`config.mk`:
```
export PLATFORM = sky130hd
export DESIGN_NAME = kalman_cv_tracker
export DESIGN_NICKNAME = d
export VERILOG_FILES = /design/src/hw/rtl/kct_pkg.sv /design/src/hw/rtl/kct_datapath.sv /design/src/hw/rtl/kct_control.sv /design/src/hw/rtl/kalman_cv_tracker.sv
export SDC_FILE = /design/constraint.sdc
export NUM_CORES = 2
export LEC_CHECK = 0
export BUFFER_PORTS_ARGS = -buffer_cell sky130_fd_sc_hd__buf_4
export CAP_MARGIN = 20
export CELL_PAD_IN_SITES_DETAIL_PLACEMENT = 1
export CELL_PAD_IN_SITES_GLOBAL_PLACEMENT = 1
export CORE_ASPECT_RATIO = 0.75
export CORE_UTILIZATION = 45
export CTS_BUF_LIST = sky130_fd_sc_hd__clkbuf_4 sky130_fd_sc_hd__clkbuf_8 sky130_fd_sc_hd__clkbuf_16
export DETAILED_ROUTE_END_ITERATION = 12
export MAX_ROUTING_LAYER = met4
export PLACE_DENSITY_LB_ADDON = 0.1
export SLEW_MARGIN = 0
export SYNTH_ARGS = -nofsm -noshare
export SYNTH_HDL_FRONTEND = slang
export SYNTH_HIERARCHICAL = 1
export SYNTH_SLANG_ARGS = --single-unit
```
`constraint.sdc`:
```
create_clock -name clock -period 11.85 [get_ports clock]
set_clock_uncertainty 0.2 [all_clocks]
set_input_delay 0.5925 -clock clock [delete_from_list [all_inputs] [get_ports clock]]
set_output_delay 0.5925 -clock clock [all_outputs]
set_load 0.02 [all_outputs]
```
`src/hw/rtl/kct_pkg.sv`:
```
// kct_pkg: types, constants and saturating helpers for the tracker.
// No dependencies.
package kct_pkg;
   localparam int DataWidth = 32;
   localparam int FracBits  = 16;
   localparam int CfgWidth  = 31;
   localparam int CsrIdxWidth = 2;

   localparam logic [CsrIdxWidth-1:0] CsrQPos  = 2'd0;
   localparam logic [CsrIdxWidth-1:0] CsrQVel  = 2'd1;
   localparam logic [CsrIdxWidth-1:0] CsrRNoise = 2'd2;

   localparam logic signed [DataWidth-1:0] One = DataWidth'(1) <<< FracBits;
   localparam logic signed [DataWidth-1:0] VMax = {1'b0, {(DataWidth-1){1'b1}}};
   localparam logic signed [DataWidth-1:0] VMin = {1'b1, {(DataWidth-1){1'b0}}};

   // sequencer steps
   typedef enum logic [4:0] {
      ST_IDLE, ST_M_PRED, ST_A_PRED, ST_M_DTVV, ST_A_PPV, ST_A_PVP, ST_A_PVV,
      ST_M_DTVP, ST_A_PPP1, ST_M_DTPPV, ST_A_PPP2, ST_A_PPP3, ST_A_S,
      ST_DIV_KP, ST_DIV_KV, ST_A_E, ST_M_KPE, ST_A_POS, ST_M_KVE, ST_A_VEL,
      ST_A_OMK, ST_M_CPP, ST_M_CPV, ST_M_KVPP, ST_A_CVP, ST_M_KVPV, ST_A_CVV,
      ST_RESET, ST_OUT
   } kct_state_type;

   // multiplier/adder operand selects
   typedef enum logic [4:0] {
      OP_POS, OP_VEL, OP_PP, OP_PV, OP_VP, OP_VV, OP_DT, OP_T0, OP_T1,
      OP_KP, OP_KV, OP_E, OP_QP, OP_QV, OP_RN, OP_ONE, OP_Z
   } kct_opnd_type;

   typedef enum logic [3:0] {
      DS_NONE, DS_POS, DS_VEL, DS_PP, DS_PV, DS_VP, DS_VV, DS_T0, DS_T1,
      DS_KP, DS_KV, DS_E, DS_S
   } kct_dst_type;

   typedef enum logic [1:0] {
      FN_ADD, FN_SUB, FN_MUL
   } kct_fn_type;

   typedef struct packed {
      logic          load;      // latch a new item
      logic          rst_est;   // restore estimate and covariance
      logic          alu_en;
      kct_fn_type    fn;
      kct_opnd_type  opa;
      kct_opnd_type  opb;
      kct_dst_type   dst;
      logic          div_start;
      kct_opnd_type  div_num;
      kct_dst_type   div_dst;
   } kct_cmd_type;

   typedef struct packed {
      logic mul_done;
      logic div_done;
      logic s_zero;
   } kct_sts_type;

   function automatic logic signed [DataWidth-1:0] sat_add(
      input logic signed [DataWidth-1:0] a, input logic signed [DataWidth-1:0] b,
      input logic sub);
      logic signed [DataWidth:0] s;
      begin
         s = sub ? ({a[DataWidth-1], a} - {b[DataWidth-1], b})
                 : ({a[DataWidth-1], a} + {b[DataWidth-1], b});
         if (s[DataWidth] != s[DataWidth-1])
            sat_add = s[DataWidth] ? VMin : VMax;
         else
            sat_add = s[DataWidth-1:0];
      end
   endfunction

   // apply sign to magnitude, saturating
   function automatic logic signed [DataWidth-1:0] sign_sat(
      input logic [2*DataWidth-1:0] m, input logic neg);
      logic [2*DataWidth-1:0] lim;
      begin
         lim = neg ? (2*DataWidth)'(VMax) + 1'b1 : (2*DataWidth)'(VMax);
         if (m >= lim)
            sign_sat = neg ? VMin : VMax;
         else
            sign_sat = neg ? -DataWidth'(m) : DataWidth'(m);
      end
   endfunction
endpackage

```
`src/hw/rtl/kct_datapath.sv`:
```
// kct_datapath: register file, one shared saturating ALU with a multiplier
// and a radix-2 divider. Depends on kct_pkg.
module kct_datapath (
   input  logic                            clock,
   input  logic                            reset,
   input  kct_pkg::kct_cmd_type            cmd,
   output kct_pkg::kct_sts_type            sts,
   input  logic signed [kct_pkg::DataWidth-1:0] req_measurement,
   input  logic [kct_pkg::CfgWidth-1:0]    req_time_step,
   input  logic                            csr_write,
   input  logic [kct_pkg::CsrIdxWidth-1:0] csr_index,
   input  logic [kct_pkg::CfgWidth-1:0]    csr_data,
   output logic signed [kct_pkg::DataWidth-1:0] pos_out,
   output logic signed [kct_pkg::DataWidth-1:0] vel_out
);
   import kct_pkg::*;

   localparam int DW = DataWidth;
   localparam int QW = DW + FracBits;     // quotient bits
   localparam int CW = $clog2(QW + 1);

   logic [CfgWidth-1:0] qp_ff, qv_ff, rn_ff;
   logic signed [DW-1:0] pos_ff, vel_ff, pp_ff, pv_ff, vp_ff, vv_ff;
   logic signed [DW-1:0] z_ff, dt_ff, t0_ff, t1_ff, kp_ff, kv_ff, e_ff, s_ff;
   logic signed [DW-1:0] res, a_val, b_val;
   logic signed [DW-1:0] pos_in, vel_in, pp_in, pv_in, vp_in, vv_in;

   // multiplier pipeline
   logic [2*DW-1:0] prod_ff;
   logic            mneg_ff, mbusy_ff, mdone_ff;
   logic [DW-1:0]   ma, mb;

   // divider
   logic [QW-1:0]   dq_ff;
   logic [DW:0]     drem_ff;
   logic [DW-1:0]   dden_ff;
   logic [2*DW-1:0] dnum_ff;
   logic [CW-1:0]   dcnt_ff;
   logic            dbusy_ff, ddone_ff, dneg_ff;
   kct_dst_type     ddst_ff;
   logic [DW:0]     dtrial;
   logic signed [DW-1:0] dres, dnum_sel;

   function automatic logic signed [DW-1:0] pick(input kct_opnd_type o,
      input logic signed [DW-1:0] pos, vel, pp, pv, vp, vv, dt, t0, t1,
      kp, kv, e, z, qp, qv, rn);
      begin
         unique case (o)
            OP_POS: pick = pos;
            OP_VEL: pick = vel;
            OP_PP:  pick = pp;
            OP_PV:  pick = pv;
            OP_VP:  pick = vp;
            OP_VV:  pick = vv;
            OP_DT:  pick = dt;
            OP_T0:  pick = t0;
            OP_T1:  pick = t1;
            OP_KP:  pick = kp;
            OP_KV:  pick = kv;
            OP_E:   pick = e;
            OP_Z:   pick = z;
            OP_QP:  pick = qp;
            OP_QV:  pick = qv;
            OP_RN:  pick = rn;
            default: pick = One;
         endcase
      end
   endfunction

   logic signed [DW-1:0] rn_eff;
   assign rn_eff = (rn_ff == '0) ? DW'(1) : DW'(rn_ff);

   always_comb begin
      a_val = pick(cmd.opa, pos_ff, vel_ff, pp_ff, pv_ff, vp_ff, vv_ff, dt_ff, t0_ff,
                   t1_ff, kp_ff, kv_ff, e_ff, z_ff, DW'(qp_ff), DW'(qv_ff), rn_eff);
      b_val = pick(cmd.opb, pos_ff, vel_ff, pp_ff, pv_ff, vp_ff, vv_ff, dt_ff, t0_ff,
                   t1_ff, kp_ff, kv_ff, e_ff, z_ff, DW'(qp_ff), DW'(qv_ff), rn_eff);
      dnum_sel = pick(cmd.div_num, pos_ff, vel_ff, pp_ff, pv_ff, vp_ff, vv_ff, dt_ff,
                      t0_ff, t1_ff, kp_ff, kv_ff, e_ff, z_ff, DW'(qp_ff), DW'(qv_ff),
                      rn_eff);
      ma = a_val[DW-1] ? DW'(-a_val) : DW'(a_val);
      mb = b_val[DW-1] ? DW'(-b_val) : DW'(b_val);
   end

   // ALU result: product is taken from the registered multiplier output
   logic [2*DW-1:0] shifted;
   assign shifted = prod_ff >> FracBits;
   always_comb begin
      unique case (cmd.fn)
         FN_ADD:  res = sat_add(a_val, b_val, 1'b0);
         FN_SUB:  res = sat_add(a_val, b_val, 1'b1);
         default: res = sign_sat(shifted, mneg_ff);
      endcase
   end

   // multiplier: registers the product and sets busy, then raises done from busy
   always_ff @(posedge clock) begin
      if (reset) begin
         mbusy_ff <= 1'b0;
         mdone_ff <= 1'b0;
      end else begin
         mdone_ff <= 1'b0;
         if (cmd.alu_en && cmd.fn == FN_MUL && !mbusy_ff && !mdone_ff) begin
            mbusy_ff <= 1'b1;
         end else if (mbusy_ff) begin
            mbusy_ff <= 1'b0;
            mdone_ff <= 1'b1;
         end
      end
      if (cmd.alu_en && cmd.fn == FN_MUL && !mbusy_ff && !mdone_ff) begin
         prod_ff <= ma * mb;
         mneg_ff <= a_val[DW-1] ^ b_val[DW-1];
      end
   end

   // restoring divider: |num|<<FracBits / |den|, one quotient bit a cycle
   assign dtrial = {drem_ff[DW-1:0], dnum_ff[2*DW-1]} - {1'b0, dden_ff};
   always_ff @(posedge clock) begin
      if (reset) begin
         dbusy_ff <= 1'b0;
         ddone_ff <= 1'b0;
      end else begin
         ddone_ff <= 1'b0;
         if (cmd.div_start && !dbusy_ff && !ddone_ff) begin
            dbusy_ff <= 1'b1;
         end else if (dbusy_ff && dcnt_ff == CW'(QW - 1)) begin
            dbusy_ff <= 1'b0;
            ddone_ff <= 1'b1;
         end
      end
      // magnitude sits in the upper half so the 48 bits shifted out are num<<FracBits
      if (cmd.div_start && !dbusy_ff && !ddone_ff) begin
         dnum_ff <= (2*DW)'(dnum_sel[DW-1] ? DW'(-dnum_sel) : DW'(dnum_sel)) << DW;
         dden_ff <= s_ff[DW-1] ? DW'(-s_ff) : DW'(s_ff);
         dneg_ff <= dnum_sel[DW-1] ^ s_ff[DW-1];
         drem_ff <= '0;
         dq_ff   <= '0;
         dcnt_ff <= '0;
         ddst_ff <= cmd.div_dst;
      end else if (dbusy_ff) begin
         dnum_ff <= dnum_ff << 1;
         dcnt_ff <= dcnt_ff + 1'b1;
         if (!dtrial[DW]) begin
            drem_ff <= dtrial;
            dq_ff   <= {dq_ff[QW-2:0], 1'b1};
         end else begin
            drem_ff <= {drem_ff[DW-1:0], dnum_ff[2*DW-1]};
            dq_ff   <= {dq_ff[QW-2:0], 1'b0};
         end
      end
   end
   assign dres = sign_sat((2*DW)'(dq_ff), dneg_ff);

   assign sts.mul_done = mdone_ff;
   assign sts.div_done = ddone_ff;
   assign sts.s_zero   = (s_ff == '0);

   // configuration registers
   always_ff @(posedge clock) begin
      if (reset) begin
         qp_ff <= CfgWidth'(66);
         qv_ff <= CfgWidth'(655);
         rn_ff <= CfgWidth'(32768);
      end else if (csr_write) begin
         unique case (csr_index)
            CsrQPos:   qp_ff <= csr_data;
            CsrQVel:   qv_ff <= csr_data;
            CsrRNoise: rn_ff <= csr_data;
            default: ;
         endcase
      end
   end

   // write-back of the state registers
   logic wr;
   assign wr = cmd.alu_en && (cmd.fn != FN_MUL || mdone_ff);
   always_comb begin
      pos_in = pos_ff; vel_in = vel_ff; pp_in = pp_ff;
      pv_in = pv_ff;   vp_in = vp_ff;   vv_in = vv_ff;
      if (cmd.rst_est) begin
         pos_in = '0; vel_in = '0; pp_in = One; pv_in = '0; vp_in = '0; vv_in = One;
      end else if (wr) begin
         unique case (cmd.dst)
            DS_POS: pos_in = res;
            DS_VEL: vel_in = res;
            DS_PP:  pp_in  = res;
            DS_PV:  pv_in  = res;
            DS_VP:  vp_in  = res;
            DS_VV:  vv_in  = res;
            default: ;
         endcase
      end
   end

   always_ff @(posedge clock) begin
      if (reset) begin
         pos_ff <= '0; vel_ff <= '0; pp_ff <= One;
         pv_ff <= '0;  vp_ff <= '0;  vv_ff <= One;
      end else begin
         pos_ff <= pos_in; vel_ff <= vel_in; pp_ff <= pp_in;
         pv_ff <= pv_in;   vp_ff <= vp_in;   vv_ff <= vv_in;
      end
   end

   // scratch registers
   always_ff @(posedge clock) begin
      if (cmd.load) begin
         z_ff  <= req_measurement;
         dt_ff <= DW'(req_time_step);
         kp_ff <= '0;
         kv_ff <= '0;
      end
      if (wr) begin
         unique case (cmd.dst)
            DS_T0: t0_ff <= res;
            DS_T1: t1_ff <= res;
            DS_E:  e_ff  <= res;
            DS_S:  s_ff  <= res;
            default: ;
         endcase
      end
      if (ddone_ff) begin
         if (ddst_ff == DS_KP) kp_ff <= dres;
         else                  kv_ff <= dres;
      end
   end

   assign pos_out = pos_ff;
   assign vel_out = vel_ff;
endmodule

```
`src/hw/rtl/kct_control.sv`:
```
// kct_control: sequencer that steps the shared datapath through one
// predict/correct pass. Depends on kct_pkg.
module kct_control (
   input  logic                 clock,
   input  logic                 reset,
   input  logic                 req_valid,
   output logic                 req_ready,
   input  logic                 req_opcode,
   output logic                 rsp_valid,
   input  logic                 rsp_ready,
   output kct_pkg::kct_cmd_type cmd,
   input  kct_pkg::kct_sts_type sts
);
   import kct_pkg::*;

   kct_state_type state_ff, state_in;

   always_ff @(posedge clock) begin
      if (reset) state_ff <= ST_IDLE;
      else       state_ff <= state_in;
   end

   // at most one ALU step per state; multiply states wait for the product, divide states for the quotient
   always_comb begin
      state_in  = state_ff;
      req_ready = 1'b0;
      rsp_valid = 1'b0;
      cmd       = '{load: 1'b0, rst_est: 1'b0, alu_en: 1'b0, fn: FN_ADD,
                    opa: OP_ONE, opb: OP_ONE, dst: DS_NONE, div_start: 1'b0,
                    div_num: OP_PP, div_dst: DS_KP};
      unique case (state_ff)
         ST_IDLE: begin
            req_ready = 1'b1;
            if (req_valid) begin
               cmd.load = 1'b1;
               state_in = req_opcode ? ST_RESET : ST_M_PRED;
            end
         end
         ST_RESET: begin
            cmd.rst_est = 1'b1;
            state_in = ST_OUT;
         end
         ST_M_PRED: begin
            cmd.alu_en = 1'b1; cmd.fn = FN_MUL; cmd.opa = OP_VEL; cmd.opb = OP_DT;
            cmd.dst = DS_T0;
            if (sts.mul_done) state_in = ST_A_PRED;
         end
         ST_A_PRED: begin   // t0 = predicted position
            cmd.alu_en = 1'b1; cmd.opa = OP_POS; cmd.opb = OP_T0; cmd.dst = DS_T0;
            state_in = ST_M_DTVV;
         end
         ST_M_DTVV: begin
            cmd.alu_en = 1'b1; cmd.fn = FN_MUL; cmd.opa = OP_DT; cmd.opb = OP_VV;
            cmd.dst = DS_T1;
            if (sts.mul_done) state_in = ST_M_DTVP;
         end
         ST_M_DTVP: begin   // e holds dt*Pvp temporarily
            cmd.alu_en = 1'b1; cmd.fn = FN_MUL; cmd.opa = OP_DT; cmd.opb = OP_VP;
            cmd.dst = DS_E;
            if (sts.mul_done) state_in = ST_A_PPP1;
         end
         ST_A_PPP1: begin
            cmd.alu_en = 1'b1; cmd.opa = OP_PP; cmd.opb = OP_E; cmd.dst = DS_PP;
            state_in = ST_A_PPV;
         end
         ST_A_PPV: begin
            cmd.alu_en = 1'b1; cmd.opa = OP_PV; cmd.opb = OP_T1; cmd.dst = DS_PV;
            state_in = ST_A_PVP;
         end
         ST_A_PVP: begin
            cmd.alu_en = 1'b1; cmd.opa = OP_VP; cmd.opb = OP_T1; cmd.dst = DS_VP;
            state_in = ST_A_PVV;
         end
         ST_A_PVV: begin
            cmd.alu_en = 1'b1; cmd.opa = OP_VV; cmd.opb = OP_QV; cmd.dst = DS_VV;
            state_in = ST_M_DTPPV;
         end
         ST_M_DTPPV: begin  // dt * predicted Ppv
            cmd.alu_en = 1'b1; cmd.fn = FN_MUL; cmd.opa = OP_DT; cmd.opb = OP_PV;
            cmd.dst = DS_E;
            if (sts.mul_done) state_in = ST_A_PPP2;
         end
         ST_A_PPP2: begin
            cmd.alu_en = 1'b1; cmd.opa = OP_PP; cmd.opb = OP_E; cmd.dst = DS_PP;
            state_in = ST_A_PPP3;
         end
         ST_A_PPP3: begin
            cmd.alu_en = 1'b1; cmd.opa = OP_PP; cmd.opb = OP_QP; cmd.dst = DS_PP;
            state_in = ST_A_S;
         end
         ST_A_S: begin
            cmd.alu_en = 1'b1; cmd.opa = OP_PP; cmd.opb = OP_RN; cmd.dst = DS_S;
            state_in = ST_A_E;
         end
         ST_A_E: begin      // innovation: measurement less predicted position
            cmd.alu_en = 1'b1; cmd.fn = FN_SUB; cmd.opa = OP_Z; cmd.opb = OP_T0;
            cmd.dst = DS_E;
            state_in = sts.s_zero ? ST_M_KPE : ST_DIV_KP;
         end
         ST_DIV_KP: begin
            cmd.div_start = 1'b1; cmd.div_num = OP_PP; cmd.div_dst = DS_KP;
            if (sts.div_done) state_in = ST_DIV_KV;
         end
         ST_DIV_KV: begin
            cmd.div_start = 1'b1; cmd.div_num = OP_VP; cmd.div_dst = DS_KV;
            if (sts.div_done) state_in = ST_M_KPE;
         end
         ST_M_KPE: begin
            cmd.alu_en = 1'b1; cmd.fn = FN_MUL; cmd.opa = OP_KP; cmd.opb = OP_E;
            cmd.dst = DS_T1;
            if (sts.mul_done) state_in = ST_A_POS;
         end
         ST_A_POS: begin
            cmd.alu_en = 1'b1; cmd.opa = OP_T0; cmd.opb = OP_T1; cmd.dst = DS_POS;
            state_in = ST_M_KVE;
         end
         ST_M_KVE: begin
            cmd.alu_en = 1'b1; cmd.fn = FN_MUL; cmd.opa = OP_KV; cmd.opb = OP_E;
            cmd.dst = DS_T1;
            if (sts.mul_done) state_in = ST_A_VEL;
         end
         ST_A_VEL: begin
            cmd.alu_en = 1'b1; cmd.opa = OP_VEL; cmd.opb = OP_T1; cmd.dst = DS_VEL;
            state_in = ST_A_OMK;
         end
         ST_A_OMK: begin    // t0 = 1 - Kp
            cmd.alu_en = 1'b1; cmd.fn = FN_SUB; cmd.opa = OP_ONE; cmd.opb = OP_KP;
            cmd.dst = DS_T0;
            state_in = ST_M_KVPP;
         end
         ST_M_KVPP: begin   // t1 = Kv * Ppp'
            cmd.alu_en = 1'b1; cmd.fn = FN_MUL; cmd.opa = OP_KV; cmd.opb = OP_PP;
            cmd.dst = DS_T1;
            if (sts.mul_done) state_in = ST_A_CVP;
         end
         ST_A_CVP: begin
            cmd.alu_en = 1'b1; cmd.fn = FN_SUB; cmd.opa = OP_VP; cmd.opb = OP_T1;
            cmd.dst = DS_VP;
            state_in = ST_M_KVPV;
         end
         ST_M_KVPV: begin
            cmd.alu_en = 1'b1; cmd.fn = FN_MUL; cmd.opa = OP_KV; cmd.opb = OP_PV;
            cmd.dst = DS_T1;
            if (sts.mul_done) state_in = ST_A_CVV;
         end
         ST_A_CVV: begin
            cmd.alu_en = 1'b1; cmd.fn = FN_SUB; cmd.opa = OP_VV; cmd.opb = OP_T1;
            cmd.dst = DS_VV;
            state_in = ST_M_CPP;
         end
         ST_M_CPP: begin
            cmd.alu_en = 1'b1; cmd.fn = FN_MUL; cmd.opa = OP_PP; cmd.opb = OP_T0;
            cmd.dst = DS_PP;
            if (sts.mul_done) state_in = ST_M_CPV;
         end
         ST_M_CPV: begin
            cmd.alu_en = 1'b1; cmd.fn = FN_MUL; cmd.opa = OP_PV; cmd.opb = OP_T0;
            cmd.dst = DS_PV;
            if (sts.mul_done) state_in = ST_OUT;
         end
         ST_OUT: begin
            rsp_valid = 1'b1;
            if (rsp_ready) state_in = ST_IDLE;
         end
         default: state_in = ST_IDLE;
      endcase
   end
endmodule

```
`src/hw/rtl/kalman_cv_tracker.sv`:
```
// kalman_cv_tracker: top level, joins sequencer and datapath.
// Depends on kct_pkg, kct_control, kct_datapath.
//
// One-dimensional constant-velocity Kalman tracker in signed Q16.16. One
// request is handled at a time: an update runs ten products on one shared
// multiplier, two 48-bit quotients on a radix-2 divider and fourteen adds
// before its result is offered; when the innovation variance is zero the
// quotients are skipped. A reset request restores the estimate and
// covariance in ST_RESET before its result is offered. The result is
// held on rsp_* until taken. The csr_ port may be written only while the
// block is idle; a written zero measurement noise acts as the smallest step.
module kalman_cv_tracker
   import kct_pkg::*;
(
   input  logic                            clock,
   input  logic                            reset,
   input  logic                            req_valid,
   output logic                            req_ready,
   input  logic                            req_opcode,
   input  logic signed [DataWidth-1:0]     req_measurement,
   input  logic [CfgWidth-1:0]             req_time_step,
   output logic                            rsp_valid,
   input  logic                            rsp_ready,
   output logic signed [DataWidth-1:0]     rsp_position_est,
   output logic signed [DataWidth-1:0]     rsp_velocity_est,
   input  logic                            csr_write,
   input  logic [CsrIdxWidth-1:0]          csr_index,
   input  logic [CfgWidth-1:0]             csr_data
);
   kct_cmd_type cmd;
   kct_sts_type sts;

   kct_control u_ctrl (
      .clock, .reset, .req_valid, .req_ready, .req_opcode,
      .rsp_valid, .rsp_ready, .cmd, .sts
   );

   kct_datapath u_dp (
      .clock, .reset, .cmd, .sts, .req_measurement, .req_time_step,
      .csr_write, .csr_index, .csr_data,
      .pos_out(rsp_position_est), .vel_out(rsp_velocity_est)
   );
endmodule

```
==> impl_results.md, run 1 <==
- # IOs: 168
- EDFF count, synth: 309
- # rows: 135
- Die extent in y: 372 um
- Cell area after synthesis: 82,200 um2
- Place WS: -1330 ps
- Stopped at: global routing (5_1_grt)
- Max clock buf depth: 3
- Sequential share of the synthesized area: 22.1%
- Run Error: [ERROR GRT-0232] Routing congestion too high. Check the congestion heatmap in the GUI.
- CTS Buf Count: 90
- Worst EP Category: sequential cell input
- Port-buffer cells: 167
- Post-DP HPWL: 394,000 um
- Final RePlAce weighted congestion: 1.14
- CTS HTree Levels: 3
- Avg Cell Area, Syn: 8.40 um2
- Top FF cell, synth: dfxtp_1
- Initial Util: 45.4%
- Initial antenna violation count: 67
- Clk root buf: clkbuf_16
- Largest net degree at the start of global routing: 101
- FF+latch count, synth: 753
- Cell variety after synth: 113
- Async S/R FF share, synth: 0%
- Cell count after synthesis: 9,779
- Clk sink count: 753
- Synth warn: 6
- Status: did not finish
- Grt ovf: 251
- Crit. endpoint post-GRT repair: u_dp/prod_ff[58]$_DFFE_PP_/D
- X dimension of the die: 495 um
- Tot GR Track Use: 70.8%
## per-layer routing
metal / GRT overflow / global-route usage [%]
met1: 50 / 77.6
met2: 113 / 84.6
met3: 42 / 51.3
met4: 46 / 55.7
met5: - / -
## through the flow
stage / instances / cell area [um2] / TNS [ps] / utilization [%]
after floorplan: 9783 / 82200 / 0 / -
after global placement: 12900 / 95300 / -25680 / 52.7
after detailed placement: 12900 / 95400 / -24140 / 52.7
after CTS: 13300 / 102000 / -17.4 / 56.5
## cell usage after synthesis, types with 35 or more instances
master	instances	area [um2]
ha_1	427	5340
a211oi_1	42	315
fa_1	898	18000
or3_1	43	269
a22oi_1	312	2340
clkbuf_1	491	1840
nor3_1	120	601
buf_1	54	203
nor3b_1	46	345
inv_1	1180	4430
nor2b_1	64	400
and2_1	100	626
a21o_1	124	931
a22o_1	69	604
nand4_1	222	1390
nand2b_1	73	457
buf_2	113	566
nor2_1	722	2710
nand3_1	701	3510
xnor2_1	214	1870
edfxtp_1	309	9280
xor2_1	69	604
o21ai_0	469	2350
a221oi_1	55	482
and3_1	75	469
nor4_1	65	407
nand2_1	1003	3760
a31oi_1	55	344
a21oi_1	503	2520
nand3b_1	52	390
mux2i_1	35	350
dfxtp_1	444	8890
## cells by family after synthesis
group	synth area share (%)
DFF	22.1
adders and majority gates	28.4
muxes	0.591
AOI/OAI and AO/OA	16.3
other	0.00914
and+or+nand+nor	20.3
buffers and inverters	9.01
xor gates and xnor gates	3.29
## repair_timing
item / in CTS
endpoints found under the hold margin: 152
endpoints found under the setup margin: 36
resized for setup: 367
cloned: 4
buffers inserted: 124
pin swaps: 162
hold buffers: 94
==> run 2, diff against run 1 <==
Settings changed: CELL_PAD_IN_SITES_DETAIL_PLACEMENT 1 to unset, CELL_PAD_IN_SITES_GLOBAL_PLACEMENT 1 to unset, CORE_ASPECT_RATIO 0.75 to unset, CORE_UTILIZATION 45 to 35, CTS_BUF_LIST sky130_fd_sc_hd__clkbuf_4 sky130_fd_sc_hd__clkbuf_8 sky130_fd_sc_hd__clkbuf_16 to unset, MAX_ROUTING_LAYER met4 to unset, PLACE_DENSITY_LB_ADDON 0.1 to 0.15.
Clock period 11.85 ns to 15.4 ns, I/O delays scaled along.
==> run 2 against run 1 <==
  * The flow now finishes, with violations (slew limit)
  * Synthesized cell count unchanged
  * Synthesized area unchanged
==> impl_results.md, run 2 <==
- FMAX: 67.3 MHz
- Fin. Hold Viols: 0
- Post-DRT Antenna Nets: 0
- Final worst path period need: 14,870 ps
- Cell area after synthesis: 82,200 um2 (unchanged)
- Fraction of layout instances using a drive strength above 1: 10.2%
- Routed via count: 80,300
- Critical Path Slowest Stage Cell: and2_1
- Yosys top cell by area: fa_1
- FF+latch count, synth: 753 (unchanged)
- Worst Tran Pin Value: 7480 ps
- CTS tree: built
- Grt ovf: 0
- Most frequent cells in the layout: inv_1 (1,179), nand2_1 (1,003), fa_1 (898), nor2_1 (712), nand3_1 (701)
- Post-DP HPWL: 313,000 um (-21%)
- CTS Buf Count: 87 (-3.3%)
- # rows: 177 (+31%)
- Via density: 6.16
- Largest net degree at the start of global routing: 193
- Worst EP required: 15,690 ps
- Startpoint Class: flip-flop
- Worst slew margin: -405%
- MaxCap Viol Count: 0
- Final RePlAce weighted congestion: 1.04 (-8.4%)
- EDFF count, synth: 309 (unchanged)
- RSZ-0062 raised after global routing: false
- Iter 0 DRT Violations: 11,900
- Core Area: 233,000 um2
- Initial Util: 35.3% (-10 points)
- WL/cell: 32.1 um
- Max-slew violation count: 304
- Post-synth top cells: inv_1 (1,180), nand2_1 (1,003), fa_1 (898), nor2_1 (722), nand3_1 (701)
- WP data arrival: 15,160 ps
- Port-buffer cells: 167 (unchanged)
- Crit path buf inv count: 8
- CP Capture Type: flip-flop
- Initial antenna violation count: 43
- Setup TNS: 0 ps
- CP Max Fanout: 31
- Top Registers: u_dp/dq_ff (48), u_dp/prod_ff (48)
- Synth warn: 6 (unchanged)
- Drt pass-1 iters: 12
- Status: finished, violations left
- X dimension of the die: 487 um (-1.8%)
- Vias in the first global route: 77,400
- Cell count after synthesis: 9,779 (unchanged)
- Hold Path Class: input pin to flip-flop
- Worst-Skew Late Latency: 750 ps
- Worst path max stage delay: 1050 ps
- Die extent in y: 487 um (+31%)
- Global-route wire length before repair: 588,000 um
- Avg Cell Area, Syn: 8.40 um2 (unchanged)
- # DRC: 0
- Cell with the most instances after synthesis: inv_1
- Async S/R FF share, synth: 0% (unchanged)
- Top FF cell, synth: dfxtp_1
- CTS HTree Levels: 3 (unchanged)
- Synth area leaders: fa_1 (22%), edfxtp_1 (11%), dfxtp_1 (11%)
- Sequential share of the synthesized area: 22.1% (unchanged)
- Clk sink count: 753 (unchanged)
- Failing checks: slew limit
- Area delta synth->final: 12.6%
- Clk root buf: clkbuf_16
- Cell variety after synth: 113 (unchanged)
- Number of nets in the layout: 11,200
- Max clock buf depth: 3 (unchanged)
- Tot GR Track Use: 34.8%
- Commonest non-fill, non-tap cell in the layout: inv_1
- Clk slew on worst S/H paths: 60 ps
- Crit path kind: flip-flop to flip-flop
- CP most frequent cell: fa_1
- Final setup viols: 0
- Fin crit share: 96.5%
- # fillers: 23,500
- Delay-heaviest family, CP: adder cells
- # IOs: 168 (unchanged)
- Synth top area share: 21.9% (unchanged)
- Die ar.: 237,000 um2
- DRT Wirelength: 419,000 um
## run 2: logic make-up (layout without fill, tap and decap cells)
kind of cell	after synthesis	count (layout)	synth area share [%]
flops	753	753	22.1
xor+xnor	297	297	3.29
buf+inv	1884	1987	9.01
other cells	2	25	0.00914
compound gates	2036	2036	16.3
fa+ha+maj	1325	1325	28.4
simple gates	3436	3436	20.3
mux	46	46	0.591
## run 2: repair_timing
| item | CTS | global route |
|---|---|---|
| endpoints found under the hold margin | 54 | 0 |
| hold buffers | 54 | 0 |
| gates resized for setup | 0 | 0 |
| buffers inserted | 0 | 0 |
## run 2: final cells by class
| cell class | instances | area [um2] | area share [%] |
|---|---|---|---|
| inverters | 1190 | 4470 | 4.83 |
| diodes | 19 | 47.5 | 0.0514 |
| repair buffers | 635 | 4990 | 5.40 |
| clock buffers | 106 | 2410 | 2.61 |
| flip-flops and latches | 753 | 18200 | 19.6 |
| well taps | 3132 | 3920 | 4.24 |
| clock inverters | 56 | 673 | 0.728 |
| multi-input cells | 7146 | 57800 | 62.5 |
## run 2: stage by stage
step	setup WS (ps)	util [%]	hold slack (ps)	cell area, um2	cells
final	533	39.7	40.2	92500	13000
after global routing	286	39.7	11.6	92500	13000
after CTS	1080	39.7	0.676	92400	13000
after detailed placement	1120	38.1	268	88800	12800
after global placement	1000	38.1	258	88700	12800
after floorplan	3220	-	239	82200	9783
## run 2: per-layer routing
metal	up-vias	share of wire, %	track usage (%)	wire (um)
li1	33500	-	-	-
met1	40200	41	46.8	171000
met2	5312	39	47.7	165000
met3	1240	13	12.9	54900
met4	36	6.5	18.6	27300
met5	-	0.24	1.49	999
## run 2: worst paths after layout
kind | startpoint | end | slack [ps] | depth (start not counted)
worst min register to register | u_dp/dq_ff[47] | u_dp/dq_ff[47] | 270 | 1
worst max register to register | u_ctrl/state_ff[3] | u_dp/prod_ff[58] | 530 | 42
worst min-delay path | req_time_step[18] | u_dp/dt_ff[18] | 40 | 1
worst max-delay path | u_ctrl/state_ff[3] | u_dp/prod_ff[58] | 530 | 42
## run 2: worst reg2reg max path: cells and delay by family (launching register included)
| family | cells | cell delay, ps |
|---|---|---|
| DFF | 1 | 710 |
| AOI/OAI and AO/OA | 11 | 2780 |
| buffers and inverters | 8 | 1730 |
| adders and majority gates | 10 | 4580 |
| and+or+nand+nor | 12 | 3880 |
| xor gates and xnor gates | 1 | 730 |
Power of run 2 is left out: the tool's default activity adds up to more than one toggle a clock period on the data nets, which glitch-free logic cannot reach.
